## src/windowed_peak_level_normalizer_assert.svh

```systemverilog
// assertion macros shared by the normalizer rtl
// expects signals named clk and rst_n in the including module
`ifndef WINDOWED_PEAK_LEVEL_NORMALIZER_ASSERT_SVH
`define WINDOWED_PEAK_LEVEL_NORMALIZER_ASSERT_SVH

`ifndef SYNTHESIS
// same-cycle implication, checked out of reset
`define WPLN_ASSERT_IMP(label, pre, post) \
  label: assert property (@(posedge clk) disable iff (!rst_n) (pre) |-> (post)) \
    else $error("wpln assertion failed");
// next-cycle implication, checked out of reset
`define WPLN_ASSERT_NXT(label, pre, post) \
  label: assert property (@(posedge clk) disable iff (!rst_n) (pre) |=> (post)) \
    else $error("wpln assertion failed");
`else
`define WPLN_ASSERT_IMP(label, pre, post)
`define WPLN_ASSERT_NXT(label, pre, post)
`endif

`endif

```

## src/wpln_pkg.sv

```systemverilog
// shared types and constants of the windowed peak level normalizer
// no dependencies
`default_nettype none

package wpln_pkg;

  localparam int unsigned IN_ENERGY_W = 16;
  localparam int unsigned TIME_W      = 32;
  localparam int unsigned WIN_W       = 16;
  localparam int unsigned LEVEL_W     = 15;

  // 100 percent in units of 1/256 percent
  localparam logic [LEVEL_W-1:0] FULL_SCALE = 15'd25600;
  localparam logic [WIN_W-1:0]   WIN_RESET  = 16'd200;

  // quotient bits produced by the serial divider, one per cycle
  localparam int unsigned DIV_STEPS = LEVEL_W;
  localparam int unsigned DIV_CNT_W = 4;

  // commands from the controller to the datapath
  typedef struct packed {
    logic take_in;   // capture input beat
    logic rd_cur;    // read the current ring cell
    logic wr_upd;    // raise current cell with the sample
    logic adv_step;  // advance the ring if the window expired
    logic rd_scan;   // read one cell of the peak scan
    logic div_load;  // select result mode and load divider
    logic div_step;  // one restoring divide step
    logic load_out;  // write the output register
  } cmd_t;

  // status from the datapath to the controller
  typedef struct packed {
    logic div_needed;  // peak nonzero and sample below peak
  } status_t;

endpackage

`default_nettype wire

```

## src/windowed_peak_level_normalizer.sv

```systemverilog
// Steps: cell read, cell update, window advance, peak scan at one cell per cycle,
// then the 15-step serial divider when a division is needed (skipped when the peak
// is zero or the sample reaches the peak), and the output register load. A new beat
// is taken only in idle; a result waits in the output register until it is taken.
// Reset (rst_n, synchronous, low): ring cells read as zero via valid bits, index,
// advance time and previous level cleared, window_ms set to 200; no clearing pass.
`default_nettype none

module windowed_peak_level_normalizer #(
  parameter int unsigned NUM_CELLS   = 8,
  parameter int unsigned ENERGY_BITS = 16
) (
  input  wire logic                              clk,
  input  wire logic                              rst_n,
  input  wire logic                              in_valid,
  output logic                                   in_ready,
  input  wire logic [wpln_pkg::IN_ENERGY_W-1:0]  in_bass_energy,
  input  wire logic [wpln_pkg::TIME_W-1:0]       in_now_ms,
  output logic                                   out_valid,
  input  wire logic                              out_ready,
  output logic [wpln_pkg::LEVEL_W-1:0]           out_level,
  output logic                                   out_level_changed,
  input  wire logic                              cfg_valid,
  output logic                                   cfg_ready,
  input  wire logic [wpln_pkg::WIN_W-1:0]        cfg_data
);

  wpln_pkg::cmd_t                cmd;
  wpln_pkg::status_t             status;
  logic [$clog2(NUM_CELLS)-1:0]  scan_addr;

  // register writes are taken at any time
  assign cfg_ready = 1'b1;

  wpln_ctrl #(
    .NUM_CELLS (NUM_CELLS)
  ) u_ctrl (
    .clk       (clk),
    .rst_n     (rst_n),
    .in_valid  (in_valid),
    .in_ready  (in_ready),
    .out_valid (out_valid),
    .out_ready (out_ready),
    .status    (status),
    .cmd       (cmd),
    .scan_addr (scan_addr)
  );

  wpln_dp #(
    .NUM_CELLS   (NUM_CELLS),
    .ENERGY_BITS (ENERGY_BITS)
  ) u_dp (
    .clk               (clk),
    .rst_n             (rst_n),
    .cmd               (cmd),
    .scan_addr         (scan_addr),
    .status            (status),
    .in_bass_energy    (in_bass_energy),
    .in_now_ms         (in_now_ms),
    .cfg_we            (cfg_valid & cfg_ready),
    .cfg_data          (cfg_data),
    .out_level         (out_level),
    .out_level_changed (out_level_changed)
  );

endmodule

`default_nettype wire

```

## src/wpln_dp.sv

```systemverilog
// datapath: ring cell memory, window timing, peak scan, serial divider, output register
// depends on wpln_pkg and windowed_peak_level_normalizer_assert.svh
`default_nettype none
`include "windowed_peak_level_normalizer_assert.svh"

module wpln_dp #(
  parameter int unsigned NUM_CELLS   = 8,
  parameter int unsigned ENERGY_BITS = 16
) (
  input  wire logic                                clk,
  input  wire logic                                rst_n,
  input  wire wpln_pkg::cmd_t                      cmd,
  input  wire logic [$clog2(NUM_CELLS)-1:0]        scan_addr,
  output wpln_pkg::status_t                        status,
  input  wire logic [wpln_pkg::IN_ENERGY_W-1:0]    in_bass_energy,
  input  wire logic [wpln_pkg::TIME_W-1:0]         in_now_ms,
  input  wire logic                                cfg_we,
  input  wire logic [wpln_pkg::WIN_W-1:0]          cfg_data,
  output logic [wpln_pkg::LEVEL_W-1:0]             out_level,
  output logic                                     out_level_changed
);

  localparam int unsigned IW = $clog2(NUM_CELLS);
  localparam int unsigned EB = ENERGY_BITS;
  localparam int unsigned PW = EB + wpln_pkg::LEVEL_W;
  localparam int unsigned LW = wpln_pkg::LEVEL_W;

  localparam logic [1:0] MODE_ZERO = 2'd0;
  localparam logic [1:0] MODE_SAT  = 2'd1;
  localparam logic [1:0] MODE_DIV  = 2'd2;

  // configuration and ring state
  logic [wpln_pkg::WIN_W-1:0]  window_r;
  logic [IW-1:0]               idx_r, idx_nxt;
  logic [wpln_pkg::TIME_W-1:0] last_r;
  logic [NUM_CELLS-1:0]        vld_r;

  // captured beat
  logic [EB-1:0]               be_r;
  logic [wpln_pkg::TIME_W-1:0] now_r;
  logic [47:0]                 be_ext;

  // memory ports
  logic [EB-1:0] cell_mem [NUM_CELLS];
  logic          we;
  logic [IW-1:0] waddr;
  logic [EB-1:0] wdata;
  logic          re;
  logic [IW-1:0] raddr;
  logic [EB-1:0] rdata_r;
  logic          rvld_r;
  logic [EB-1:0] rd_val;

  // window and scan
  logic          adv_r;
  logic          acc_en_r;
  logic [EB-1:0] peak_r;

  // divider
  logic [PW-1:0] prod_r;
  logic [EB-1:0] rem_r;
  logic [LW-1:0] num_r;
  logic [LW-1:0] q_r;
  logic [1:0]    mode_r;
  logic [EB:0]   div_try;
  logic          div_ge;

  // result
  logic [LW-1:0] level_nxt;
  logic [LW-1:0] prev_r;
  logic [LW-1:0] level_r;
  logic          changed_r;

  // sample keeps its low ENERGY_BITS bits
  assign be_ext = {32'd0, in_bass_energy};

  // configuration register
  always_ff @(posedge clk) begin
    if (!rst_n) begin
      window_r <= wpln_pkg::WIN_RESET;
    end else if (cfg_we) begin
      window_r <= cfg_data;
    end
  end

  // input capture
  always_ff @(posedge clk) begin
    if (cmd.take_in) begin
      be_r  <= be_ext[EB-1:0];
      now_r <= in_now_ms;
    end
  end

  // next ring index with wrap
  assign idx_nxt = (idx_r == IW'(NUM_CELLS - 1)) ? '0 : idx_r + 1'b1;

  // cell read value, unwritten cells read as zero
  assign rd_val = rvld_r ? rdata_r : '0;

  // memory port selection
  always_comb begin
    re    = cmd.rd_cur | cmd.rd_scan;
    raddr = cmd.rd_cur ? idx_r : scan_addr;
    we    = cmd.wr_upd | (cmd.adv_step & adv_r);
    waddr = cmd.wr_upd ? idx_r : idx_nxt;
    wdata = '0;
    if (cmd.wr_upd) begin
      wdata = (be_r > rd_val) ? be_r : rd_val;
    end
  end

  // cell memory
  always_ff @(posedge clk) begin
    if (we) begin
      cell_mem[waddr] <= wdata;
    end
    if (re) begin
      rdata_r <= cell_mem[raddr];
    end
  end

  // cell valid bits and read valid
  always_ff @(posedge clk) begin
    if (!rst_n) begin
      vld_r  <= '0;
      rvld_r <= 1'b0;
    end else begin
      if (we) begin
        vld_r[waddr] <= 1'b1;
      end
      if (re) begin
        rvld_r <= vld_r[raddr];
      end
    end
  end

  // window check and ring advance
  always_ff @(posedge clk) begin
    if (!rst_n) begin
      idx_r  <= '0;
      last_r <= '0;
    end else if (cmd.adv_step && adv_r) begin
      idx_r  <= idx_nxt;
      last_r <= now_r;
    end
  end

  always_ff @(posedge clk) begin
    if (cmd.wr_upd) begin
      adv_r <= (now_r - last_r) > {16'd0, window_r};
    end
  end

  // peak scan accumulator, one cell per cycle
  always_ff @(posedge clk) begin
    if (!rst_n) begin
      acc_en_r <= 1'b0;
    end else begin
      acc_en_r <= cmd.rd_scan;
    end
  end

  always_ff @(posedge clk) begin
    if (cmd.adv_step) begin
      peak_r <= '0;
    end else if (acc_en_r && (rd_val > peak_r)) begin
      peak_r <= rd_val;
    end
  end

  // scaled sample, product registered ahead of the divider
  always_ff @(posedge clk) begin
    prod_r <= PW'(be_r) * PW'(wpln_pkg::FULL_SCALE);
  end

  assign status.div_needed = (peak_r != '0) && (be_r < peak_r);

  // restoring divide step
  assign div_try = {rem_r, num_r[LW-1]};
  assign div_ge  = div_try >= {1'b0, peak_r};

  always_ff @(posedge clk) begin
    if (cmd.div_load) begin
      rem_r <= prod_r[PW-1:LW];
      num_r <= prod_r[LW-1:0];
      q_r   <= '0;
      if (peak_r == '0) begin
        mode_r <= MODE_ZERO;
      end else if (be_r >= peak_r) begin
        mode_r <= MODE_SAT;
      end else begin
        mode_r <= MODE_DIV;
      end
    end else if (cmd.div_step) begin
      rem_r <= div_ge ? EB'(div_try - {1'b0, peak_r}) : div_try[EB-1:0];
      num_r <= {num_r[LW-2:0], 1'b0};
      q_r   <= {q_r[LW-2:0], div_ge};
    end
  end

  // result selection
  always_comb begin
    unique case (mode_r)
      MODE_ZERO: level_nxt = '0;
      MODE_SAT:  level_nxt = wpln_pkg::FULL_SCALE;
      MODE_DIV:  level_nxt = q_r;
      default:   level_nxt = '0;
    endcase
  end

  // previous level and output register
  always_ff @(posedge clk) begin
    if (!rst_n) begin
      prev_r <= '0;
    end else if (cmd.load_out) begin
      prev_r <= level_nxt;
    end
  end

  always_ff @(posedge clk) begin
    if (cmd.load_out) begin
      level_r   <= level_nxt;
      changed_r <= level_nxt != prev_r;
    end
  end

  assign out_level         = level_r;
  assign out_level_changed = changed_r;

  // divider remainder stays below the peak
  `WPLN_ASSERT_IMP(a_rem_below_peak, cmd.div_step && mode_r == MODE_DIV, rem_r < peak_r)
  // stored level never exceeds full scale
  `WPLN_ASSERT_NXT(a_level_in_range, cmd.load_out, level_r <= wpln_pkg::FULL_SCALE)
  // zero peak gives a zero level
  `WPLN_ASSERT_NXT(a_zero_peak_level, cmd.load_out && mode_r == MODE_ZERO, level_r == '0)

endmodule

`default_nettype wire

```

## src/wpln_ctrl.sv

```systemverilog
// controller: sequences ring update, peak scan, division and output handoff
// depends on wpln_pkg and windowed_peak_level_normalizer_assert.svh
`default_nettype none
`include "windowed_peak_level_normalizer_assert.svh"

module wpln_ctrl #(
  parameter int unsigned NUM_CELLS = 8
) (
  input  wire logic                          clk,
  input  wire logic                          rst_n,
  input  wire logic                          in_valid,
  output logic                               in_ready,
  output logic                               out_valid,
  input  wire logic                          out_ready,
  input  wire wpln_pkg::status_t             status,
  output wpln_pkg::cmd_t                     cmd,
  output logic [$clog2(NUM_CELLS)-1:0]       scan_addr
);

  localparam int unsigned IW = $clog2(NUM_CELLS);

  localparam logic [3:0] S_IDLE     = 4'd0;
  localparam logic [3:0] S_RDCUR    = 4'd1;
  localparam logic [3:0] S_UPD      = 4'd2;
  localparam logic [3:0] S_ADV      = 4'd3;
  localparam logic [3:0] S_SCAN     = 4'd4;
  localparam logic [3:0] S_SCAN_END = 4'd5;
  localparam logic [3:0] S_PREP     = 4'd6;
  localparam logic [3:0] S_DIV      = 4'd7;
  localparam logic [3:0] S_FIN      = 4'd8;

  logic [3:0]                   state_r, state_nxt;
  logic [IW-1:0]                scan_r, scan_nxt;
  logic [wpln_pkg::DIV_CNT_W-1:0] div_r, div_nxt;
  logic                         out_valid_r, out_valid_nxt;
  logic                         out_free;
  logic                         scan_last;
  logic                         div_last;

  assign in_ready  = (state_r == S_IDLE);
  assign out_valid = out_valid_r;
  assign scan_addr = scan_r;
  assign out_free  = !out_valid_r || out_ready;
  assign scan_last = (scan_r == IW'(NUM_CELLS - 1));
  assign div_last  = (div_r == wpln_pkg::DIV_CNT_W'(wpln_pkg::DIV_STEPS - 1));

  // next state and commands
  always_comb begin
    state_nxt = state_r;
    scan_nxt  = scan_r;
    div_nxt   = div_r;
    cmd       = '0;
    unique case (state_r)
      S_IDLE: begin
        cmd.take_in = in_valid;
        if (in_valid) begin
          state_nxt = S_RDCUR;
        end
      end
      S_RDCUR: begin
        cmd.rd_cur = 1'b1;
        state_nxt  = S_UPD;
      end
      S_UPD: begin
        cmd.wr_upd = 1'b1;
        state_nxt  = S_ADV;
      end
      S_ADV: begin
        cmd.adv_step = 1'b1;
        scan_nxt     = '0;
        state_nxt    = S_SCAN;
      end
      S_SCAN: begin
        cmd.rd_scan = 1'b1;
        scan_nxt    = scan_r + 1'b1;
        if (scan_last) begin
          scan_nxt  = '0;
          state_nxt = S_SCAN_END;
        end
      end
      S_SCAN_END: begin
        state_nxt = S_PREP;
      end
      S_PREP: begin
        cmd.div_load = 1'b1;
        div_nxt      = '0;
        state_nxt    = status.div_needed ? S_DIV : S_FIN;
      end
      S_DIV: begin
        cmd.div_step = 1'b1;
        div_nxt      = div_r + 1'b1;
        if (div_last) begin
          state_nxt = S_FIN;
        end
      end
      S_FIN: begin
        cmd.load_out = out_free;
        if (out_free) begin
          state_nxt = S_IDLE;
        end
      end
      default: begin
        state_nxt = S_IDLE;
      end
    endcase
  end

  // output valid: set on load, cleared when the beat is taken
  always_comb begin
    out_valid_nxt = out_valid_r;
    if (cmd.load_out) begin
      out_valid_nxt = 1'b1;
    end else if (out_ready) begin
      out_valid_nxt = 1'b0;
    end
  end

  always_ff @(posedge clk) begin
    if (!rst_n) begin
      state_r     <= S_IDLE;
      scan_r      <= '0;
      div_r       <= '0;
      out_valid_r <= 1'b0;
    end else begin
      state_r     <= state_nxt;
      scan_r      <= scan_nxt;
      div_r       <= div_nxt;
      out_valid_r <= out_valid_nxt;
    end
  end

  // a pending result is never overwritten
  `WPLN_ASSERT_IMP(a_no_overwrite, cmd.load_out, !out_valid_r || out_ready)
  // accepted beat starts the cell read
  `WPLN_ASSERT_NXT(a_accept_starts, in_valid && in_ready, state_r == S_RDCUR)
  // divider runs exactly its step count
  `WPLN_ASSERT_NXT(a_div_ends, state_r == S_DIV && div_last, state_r == S_FIN)

endmodule

`default_nettype wire
```

## config.mk

```make
export PLATFORM = sky130hd
export DESIGN_NAME = windowed_peak_level_normalizer
export DESIGN_NICKNAME = d
export VERILOG_FILES = /design/src/wpln_pkg.sv /design/src/windowed_peak_level_normalizer.sv /design/src/wpln_dp.sv /design/src/wpln_ctrl.sv
export VERILOG_INCLUDE_DIRS = /design/src /design/src/src
export SDC_FILE = /design/constraint.sdc
export NUM_CORES = 1
export LEC_CHECK = 0
export BUFFER_PORTS_ARGS = -buffer_cell sky130_fd_sc_hd__buf_4
export CAP_MARGIN = 30
export CELL_PAD_IN_SITES_DETAIL_PLACEMENT = 1
export CELL_PAD_IN_SITES_GLOBAL_PLACEMENT = 1
export CORE_MARGIN = 1
export CORE_UTILIZATION = 56
export CTS_BUF_LIST = sky130_fd_sc_hd__clkbuf_8
export CTS_CLUSTER_SIZE = 24
export DETAILED_ROUTE_END_ITERATION = 10
export PLACE_DENSITY_LB_ADDON = 0.08
export REMOVE_ABC_BUFFERS = 1
export SYNTH_ARGS = -nofsm -noshare
export SYNTH_HDL_FRONTEND = slang
export SYNTH_HIERARCHICAL = 1
export SYNTH_SLANG_ARGS = --single-unit
```

## constraint.sdc

```tcl
create_clock -name clk -period 6.5 [get_ports clk]
set_input_delay 0.65 -clock clk [delete_from_list [all_inputs] [get_ports clk]]
set_output_delay 0.65 -clock clk [all_outputs]
set_load 0.02 [all_outputs]
```

### Yosys cells after proc, flatten, opt, wreduce, memory -nomap -nowiden

Memories as Yosys holds them, arrays and structs flattened. A register that Yosys moved wholly into a read port is not among the register bits.
Index checks and enable logic that the tools add are counted.
Widths: inputs -> output; s select.

* output and inout bits: 19
* RAM bits: 128
* input bits: 69
* memories: 1
* register bits after elaboration: 237

* reductions and logical operators: 14
* bitwise logic cells: 4
* $add $sub $neg: 5
* order comparisons: 9
* equal/unequal tests: 18
* multiplexer cells: 38
* multipliers: 1

Memory list
* u_dp.cell_mem: depth 8, width 16, rd ports 1, clocked after memory_dff 1, write ports 1, line wpln_dp.sv:44 `logic [EB-1:0] cell_mem [NUM_CELLS];`

Operators with widths (count)
* $mux 16: 6
* $pmux 4 s9: 1
* $gt 16x16->1: 2
* $gt 32x16->1: 1
* $sub 32x32->32: 1
* $mux 15: 2
* $pmux 15 s2: 1
* $mul 16x5->21 const B: 1
* $mux 4: 5
* $ge 17x16->1: 1
* $eq 4x3->1 const B: 4
* $ge 16x16->1: 1
* $logic_not 16->1: 1
* $lt 16x16->1: 1
* $reduce_bool 16->1: 1
* $sub 16x16->16: 1
* $ne 15x15->1: 1
* $mux 1: 14
* $mux 3: 4
* $eq 4x2->1 const B: 2
* $eq 4x4->1 const B: 2
* $lt 3x4->1 const B: 2
* $or 8x8->8: 1
* $pmux 4 s2: 1
* other kinds (21): 32

### Longest topological paths before layout

Gate-level depths: netlist (run 1).

* depth after elaboration: 8
* depth in mapped cells: 19

### Cells and area by module

The synthesis (run 1) kept the hierarchy.

By module, submodules not included
* wpln_dp: times used 1, cells an instance 1660, area an instance 19220.9 sq um, sequential area each 9529.1 sq um
* wpln_ctrl: times used 1, cells an instance 87, area an instance 738.2 sq um, sequential area each 240.2 sq um
* windowed_peak_level_normalizer: times used 1, cells an instance 2, area an instance 11.3 sq um, sequential area each 0.0 sq um

### Worst setup path before layout (run 1)

No wires, ideal clock.

* kind: register -> register
* start point: register u_dp/last_r[1] in the netlist's numbering
* end point: register u_dp.adv_r, data pin
* setup time: 266 ps
* arrival time: 3513 ps
* stages on the path, launching flop included: 18
* setup slack: 2721 ps
* data required time: 6234 ps
* clock period less this slack: 3779 ps
* cells stage by stage: dfxtp_1 inv_1 ha_1 nor2b_4 o31a_1 or3_2 a21oi_1 o21a_1 xnor2_1 ha_1 and4_1 a221oi_1 o221a_2 o211ai_1 a221oi_2 nand4_1 nor3_1 nand4_1

* cells in the longest elaborated chain, start to end: 2

Ends and longest elaborated chain
* start: declaration: line wpln_dp.sv:35 `logic [wpln_pkg::TIME_W-1:0] last_r;`
* start signal: assignment: line wpln_dp.sv:144 `last_r <= now_r;`
* $sub 32x32->32: line wpln_dp.sv:150 `adv_r <= (now_r - last_r) > {16'd0, window_r};`
* $gt 32x16->1: line wpln_dp.sv:150
* end signal: assignment: line wpln_dp.sv:150
* end: declaration: line wpln_dp.sv:55 `logic adv_r;`

Every way passes these cells.
A chain may end at the register's enable or synchronous reset.

### Worst setup path in the final report (run 1)

Ends and elaborated chain as after synthesis.

==> results of run 1 <==
==> kinds of logic after synthesis <==
| family | share of synthesized area, % |
|---|---|
| compound gates | 10.8 |
| xor+xnor | 2.68 |
| fa+ha+maj | 12.1 |
| buf+inv | 4.34 |
| flops | 48.9 |
| mux | 9.57 |
| other cells | 0.0188 |
| simple gates | 11.6 |
==> sequential cells by signal, summed over array words and instances, names as in the netlist, 3 cells and up <==
name and flops:
u_ctrl/div_r 4, u_ctrl/scan_addr 3, u_ctrl/state_r 4, u_dp/be_r 16, u_dp/cell_mem 128, u_dp/idx_r 3
u_dp/last_r 32, u_dp/now_r 32, u_dp/num_r 5, u_dp/out_level 15, u_dp/peak_r 16, u_dp/prev_r 15
u_dp/prod_r 21, u_dp/q_r 15, u_dp/rdata_r 16, u_dp/rem_r 16, u_dp/vld_r 8, u_dp/window_r 16
==> stage by stage <==
step	cells	setup slack [ps]	hold slack [ps]	util, %	total power [W]
4_1_cts	2357	2230	129	64.1	0.00985
3_5_place_dp	2248	2280	459	60.7	0.00780
3_3_place_gp	2246	2380	440	60.6	0.00755
5_1_grt	2357	1820	140	64.1	0.0105
6_report	2357	2210	174	64.1	0.00981
2_1_floorplan	1685	1070	404	-	0.00659
==> metal layers <==
metal  track usage, %  vias to the layer above  share of wire, %
li1                 -                     6565                 -
met1             36.5                     6905                45
met2             46.3                      287                48
met3             4.20                       91               4.0
met4             9.14                        0               2.5
met5                0                        -                 0
==> layout by cell type (no fill, tap or decap), drive strengths merged, types with 6 or more instances in the layout <==
| cell | count |
|---|---|
| edfxtp | 232 |
| inv | 177 |
| ha | 172 |
| dfxtp | 140 |
| nand2 | 139 |
| buf | 108 |
| nor2 | 95 |
| mux2i | 84 |
| a21oi | 80 |
| clkbuf | 70 |
| nor2b | 48 |
| o21ai | 47 |
| xnor2 | 37 |
| mux4 | 34 |
| a21boi | 34 |
| and2 | 33 |
| a21o | 32 |
| o21a | 28 |
| mux2 | 27 |
| nand4 | 26 |
| xor2 | 24 |
| nand3 | 22 |
| nor3 | 21 |
| a31oi | 16 |
| o211ai | 14 |
| nand3b | 14 |
| nand2b | 13 |
| fa | 13 |
| nor4 | 12 |
| clkinv | 11 |
| o311ai | 8 |
| o31ai | 7 |
| or4 | 6 |
==> power groups by stage <==
stage | sequential, W | combinational, W | clock [W]
CTS | 0.00330 | 0.00453 | 0.00203
finish | 0.00331 | 0.00453 | 0.00197
global route | 0.00334 | 0.00503 | 0.00211
detailed placement | 0.00335 | 0.00445 | 0
global placement | 0.00332 | 0.00423 | 0
floorplan | 0.00324 | 0.00335 | 0
==> cells in the mapped netlist, drive strengths merged (33+ instances only) <==
cell type,count,share of area [%]
ha,172,11
and2,33,1.0
xnor2,37,1.6
mux4,34,3.8
nor2,95,1.8
nor2b,48,1.5
clkbuf,45,0.90
a21oi,80,2.1
nand2,139,2.6
inv,152,2.9
edfxtp,232,35
o21ai,47,1.2
mux2i,84,4.2
a21boi,34,1.3
dfxtp,140,14
==> area by class of cell <==
| cell class | count | area [sq um] |
|---|---|---|
| clock buffer | 70 | 963 |
| clock inverter | 39 | 209 |
| fill | 3629 | 12500 |
| inverter | 152 | 571 |
| multi-input combinational | 1161 | 9390 |
| sequential | 372 | 9770 |
| tap | 455 | 569 |
| timing repair buffer | 108 | 822 |
==> worst register-to-register path: stages, from the launching register on <==
cell	delay, ps
dfxtp_1	380
inv_1	60
ha_1	290
nor2b_4	130
o31a_1	310
or3_2	430
a21oi_1	230
o21a_1	220
o21ai_0	130
xor2_1	170
ha_1	300
nand4_1	130
nor2_1	150
nand2_1	90
nor3_1	250
o211ai_1	160
a221oi_2	220
nand4_1	120
nor3_1	150
nand4_1	110
==> worst max-delay path by stage <==
stage / endpoint / slack (ps)
3_3_place_gp: u_dp/adv_r$_DFFE_PP_ / 2380
3_5_place_dp: u_dp/adv_r$_DFFE_PP_ / 2280
6_report: u_dp/adv_r$_DFFE_PP_ / 2210
2_1_floorplan: u_dp/rdata_r[0]$_DFFE_PP_ / 1070
5_1_grt: u_dp/adv_r$_DFFE_PP_ / 1820
4_1_cts: u_dp/adv_r$_DFFE_PP_ / 2230
==> flow_metrics.env, run 1 <==
export IMPL_status="finished, final reports clean"
export IMPL_grtUsageTotal_pct=27.6
export IMPL_worst_path_max_fanout=5
export IMPL_combPwrFrac_pct=46.2
export IMPL_r2r_start="u_dp/last_r[1]$_SDFFE_PN0P_"
export IMPL_place_congestion=0.901
export IMPL_wl_per_cell_um=20.8
export IMPL_synth_area_sq_mm=0.0200
export IMPL_ctsResizeCount=0
export IMPL_grt_max_degree=85
export IMPL_crit_slowest_cell="or3_2"
export IMPL_drt_total_wl_mm=49.0
export IMPL_area_delta_synth_final_pct=11.7
export IMPL_fp_dieW_um=191
export IMPL_powerDensity_mw_per_mm2=440
export IMPL_rows=68
export IMPL_drt_pass1_iter_count=5
export IMPL_insertion_delay_ps=650
export IMPL_clk_pin_slew_ps=70
export IMPL_ant_nets=0
export IMPL_dpl_cell_area_sq_mm=0.0211
export IMPL_cts_buffer_depth=3
export IMPL_ctsRootBufferMaster="clkbuf_8"
export IMPL_antenna_cells=0
export IMPL_rsz0062_at_grt="no"
export IMPL_num_io_pins=88
export IMPL_cts_tree="done"
export IMPL_crit_chain="inv_1, ha_1, nor2b_4, o31a_1, or3_2, a21oi_1, o21a_1, o21ai_0, xor2_1, ha_1, nand4_1, nor2_1, nand2_1, nor3_1, o211ai_1, a221oi_2, nand4_1, nor3_1, nand4_1"
export IMPL_fp_coreArea_sq_mm=0.0348
export IMPL_dp_hpwl_mm=34.6
export IMPL_routed_via_count=13800
export IMPL_holdPathStages=1
export IMPL_pwr_share_seq_pct=33.7
export IMPL_ys_seq_area_share_pct=48.9
export IMPL_clockPowerShare_pct=20.1
export IMPL_dieArea_sq_mm=0.0364
export IMPL_cts_buffers_inserted=58
export IMPL_setup_violations=0
export IMPL_via_per_inst=5.88
export IMPL_cts_sinks=372
export IMPL_synth_cell_types=94
export IMPL_ys_async_sr_fraction_pct=0
export IMPL_cpPeakStageDelay_ps=430
export IMPL_hold_start="in_bass_energy[8]"
export IMPL_leakagePower_nw=8.83
export IMPL_drt_iter0_markers=728
export IMPL_port_buffers=86
export IMPL_critPathLaunch="u_dp/last_r[1]$_SDFFE_PN0P_"
export IMPL_critPathKind="flop to flop"
export IMPL_crit_family="simple AND/OR/NAND/NOR gates"
export IMPL_cts_hold_buf=0
export IMPL_hold_class="input pin to flop"
export IMPL_clock_skew_ps=25.2
export IMPL_worstReg2RegEnd="u_dp/adv_r$_DFFE_PP_"
export IMPL_power_switching_w=0.00382
export IMPL_synth_edf_count=232
export IMPL_syn_area_per_cell_sq_um=11.4
export IMPL_worst_path_buf_inv=1
export IMPL_fin_nets=2107
export IMPL_drive_gt1_share_pct=14.9
export IMPL_final_max_slew_viol_count=0
export IMPL_cp_required_ps=6880
export IMPL_cap_violations=0
export IMPL_fin_crit_ps=4290
export IMPL_tns_ps=0
export IMPL_hold_path_endpoint="u_dp/be_r[8]$_DFFE_PP_"
export IMPL_crit_path_end_kind="flop"
export IMPL_design_area_sq_mm=0.0223
export IMPL_synthCells=1749
export IMPL_ys_flop_type="edfxtp_1"
export IMPL_yosysWarningCount=6
export IMPL_finalHoldViolations=0
export IMPL_max_slew_margin_rel_pct=36.0
export IMPL_htree_levels=2
export IMPL_worstPathArrival_ps=4670
export IMPL_ys_ff_latch=372
export IMPL_p_int_w=0.00599
export IMPL_ff2ff_path_depth=19
export IMPL_initial_core_util_pct=57.4
export IMPL_grt_antenna_before_repair=1
export IMPL_grt_pass1_wl_mm=77.9
export IMPL_post_cts_repair_setup_buffers=0
export IMPL_post_route_period_util_pct=66.0
export IMPL_grt_pass1_vias=14700
export IMPL_die_h_um=191
export IMPL_cp_common_cell="nand4_1"
export IMPL_cp_start_kind="flop"
export IMPL_drcViolationCount=0
export IMPL_vdd_drop_max_mv=0.310
export IMPL_fmax_ghz=0.233
export IMPL_r2r_slack_ps=2210
export IMPL_cp_depth=19
export IMPL_p_sw_share_pct=38.9
export IMPL_grt_overflow=0
export IMPL_tightest_slew_ps=958
(Power assumes the default switching activity.)
==> run 2: changes to the inputs <==
CORE_UTILIZATION = 47   (was 56)
clock period = 3.5 ns   (was 6.5 ns; I/O delays follow)
==> run 2 against run 1 <==
The flow now finishes with violations (setup timing). Cell area is 9.2% higher. Worst setup slack worse by 2600 ps. Fmax increased by 10%. Critical path type unchanged. Critical path depth fell by 2. Via count grew 2.7%. Hold slack lost 67 ps. Sequential share of layout area decreased by 3.7 points. Total power is 110% higher. Register-to-register slack lost 2600 ps.
==> flow_metrics.env, run 2 (same netlist as run 1, synthesis figures left out) <==
export IMPL_clock_skew_ps=36.5
export IMPL_combPwrFrac_pct=51.2
export IMPL_pwr_share_seq_pct=28.9
export IMPL_worstPathArrival_ps=4280
export IMPL_critPathKind="flop to flop"
export IMPL_cts_buffer_depth=3
export IMPL_fin_ws_ps=-404
export IMPL_drt_pass1_iter_count=5
export IMPL_grtUsageTotal_pct=23.7
export IMPL_power_switching_w=0.00788
export IMPL_fp_dieW_um=208
export IMPL_initial_core_util_pct=47.6
export IMPL_drt_total_wl_mm=51.4
export IMPL_largest_reg_flops=128
export IMPL_cts_sinks=372
export IMPL_hold_class="input pin to flop"
export IMPL_cp_start_kind="flop"
export IMPL_grt_antenna_before_repair=1
export IMPL_status="complete, but fails checks"
export IMPL_grt_max_degree=61
export IMPL_cpPeakStageDelay_ps=410
export IMPL_drt_iter0_markers=713
export IMPL_cap_violations=0
export IMPL_fin_total_pwr_w=0.0208
export IMPL_post_route_period_util_pct=112
export IMPL_top_register="u_dp/cell_mem"
export IMPL_crit_path_end_kind="flop"
export IMPL_drcViolationCount=0
export IMPL_fin_nets=2279
export IMPL_htree_levels=3
export IMPL_rsz0062_at_grt="yes"
export IMPL_r2r_slack_ps=-400
export IMPL_wl_per_cell_um=19.6
export IMPL_cts_tree="done"
export IMPL_final_max_slew_viol_count=0
export IMPL_port_buffers=86
export IMPL_fin_crit_ps=3900
export IMPL_tightest_slew_ps=868
export IMPL_grt_overflow=0
export IMPL_clockPowerShare_pct=19.9
export IMPL_cp_required_ps=3870
export IMPL_largestRegisters="u_dp/cell_mem: 128 flops, u_dp/last_r: 32 flops, u_dp/now_r: 32 flops"
export IMPL_insertion_delay_ps=650
export IMPL_dp_hpwl_mm=35.9
export IMPL_final_util_pct=58.1
export IMPL_crit_chain="ha_1, nor2b_4, o31a_1, or3_4, a21oi_4, buf_4, xnor2_1, ha_1, a21o_1, a21o_1, a221oi_2, o221a_2, o211ai_1, a221oi_2, nand4_1, nor3_2, nand4_1"
export IMPL_vdd_drop_max_mv=0.479
export IMPL_cts_buffers_inserted=67
export IMPL_fp_coreArea_sq_mm=0.0419
export IMPL_ant_nets=0
export IMPL_ctsRootBufferMaster="clkbuf_8"
export IMPL_leakagePower_nw=9.70
export IMPL_finalHoldViolations=0
export IMPL_setup_violations=2
export IMPL_violations="setup timing"
export IMPL_p_sw_share_pct=37.9
export IMPL_dp_slack_ps=-658
export IMPL_worst_path_buf_inv=1
export IMPL_powerDensity_mw_per_mm2=854
export IMPL_final_common_cell="edfxtp_1"
export IMPL_die_h_um=208
export IMPL_clk_pin_slew_ps=60
export IMPL_rows=75
export IMPL_final_cell_mix="edfxtp_1, buf_4, inv_1"
export IMPL_dieArea_sq_mm=0.0433
export IMPL_area_delta_synth_final_pct=21.9
export IMPL_num_io_pins=88
export IMPL_grt_pass1_vias=15100
export IMPL_worst_path_max_fanout=2
export IMPL_drive_gt1_share_pct=21.2
export IMPL_fmax_ghz=0.256
export IMPL_place_congestion=0.895
export IMPL_crit_slowest_cell="edfxtp_1"
export IMPL_routed_via_count=14200
export IMPL_p_int_w=0.0129
export IMPL_grt_pass1_wl_mm=80.5
export IMPL_crit_family="compound AO/OA/AOI/OAI gates"
export IMPL_via_per_inst=5.44
export IMPL_max_slew_margin_rel_pct=40.6
run 2: layout make-up:
class	instances	area, sq um
Fill cell	4428	17600
Sequential cell	372	9770
Multi-Input combinational cell	1161	9690
Timing Repair Buffer	271	2280
Clock buffer	78	1070
Tap cell	539	674
Inverter	152	571
Clock inverter	43	294
Antenna cell	1	2.50
run 2: worst min-delay path: stages:
cell      delay, ps
buf_4            80
nand2b_1        170
a21oi_1          80
run 2: layer usage:
layer | global-route usage, % | part of all wire, %
met5 | 0 | 0
met4 | 7.97 | 2.8
met3 | 4.30 | 3.0
met2 | 39.3 | 48
met1 | 31.2 | 46
run 2: timing repair:
action	4_1_cts	5_1_grt
setup endpoints to repair	5	33
hold buffers	64	0
resized for setup	25	34
pin swaps	28	24
setup buffers	9	7
endpoints found under the hold margin	64	0
run 2: per-stage QoR:
stage,cells,area [sq um],TNS (ps),hold WS [ps]
floorplan,1685,19700,-106400,404
CTS,2610,24100,-571,49.4
finish,2617,24400,-537,107
global placement,2416,21900,-837,438
global route,2617,24400,-1110,130
detailed placement,2416,21900,-1220,449
run 2: final timing paths:
path / end / from / depth (start not counted)
min: u_ctrl/out_valid$_SDFFE_PN0P_ / out_ready / 3
max reg2reg: u_dp/adv_r$_DFFE_PP_ / u_dp/now_r[1]$_DFFE_PP_ / 17
min reg2reg: u_dp/last_r[19]$_SDFFE_PN0P_ / u_dp/last_r[19]$_SDFFE_PN0P_ / 2
max: u_dp/adv_r$_DFFE_PP_ / u_dp/now_r[1]$_DFFE_PP_ / 17
run 2: power by group through the flow:
stage	clock network, W	registers (W)	logic (W)
global route	0.00443	0.00607	0.0117
floorplan	0	0.00601	0.00622
finish	0.00414	0.00600	0.0107
global placement	0	0.00605	0.00900
detailed placement	0	0.00608	0.00935
CTS	0.00428	0.00600	0.00983
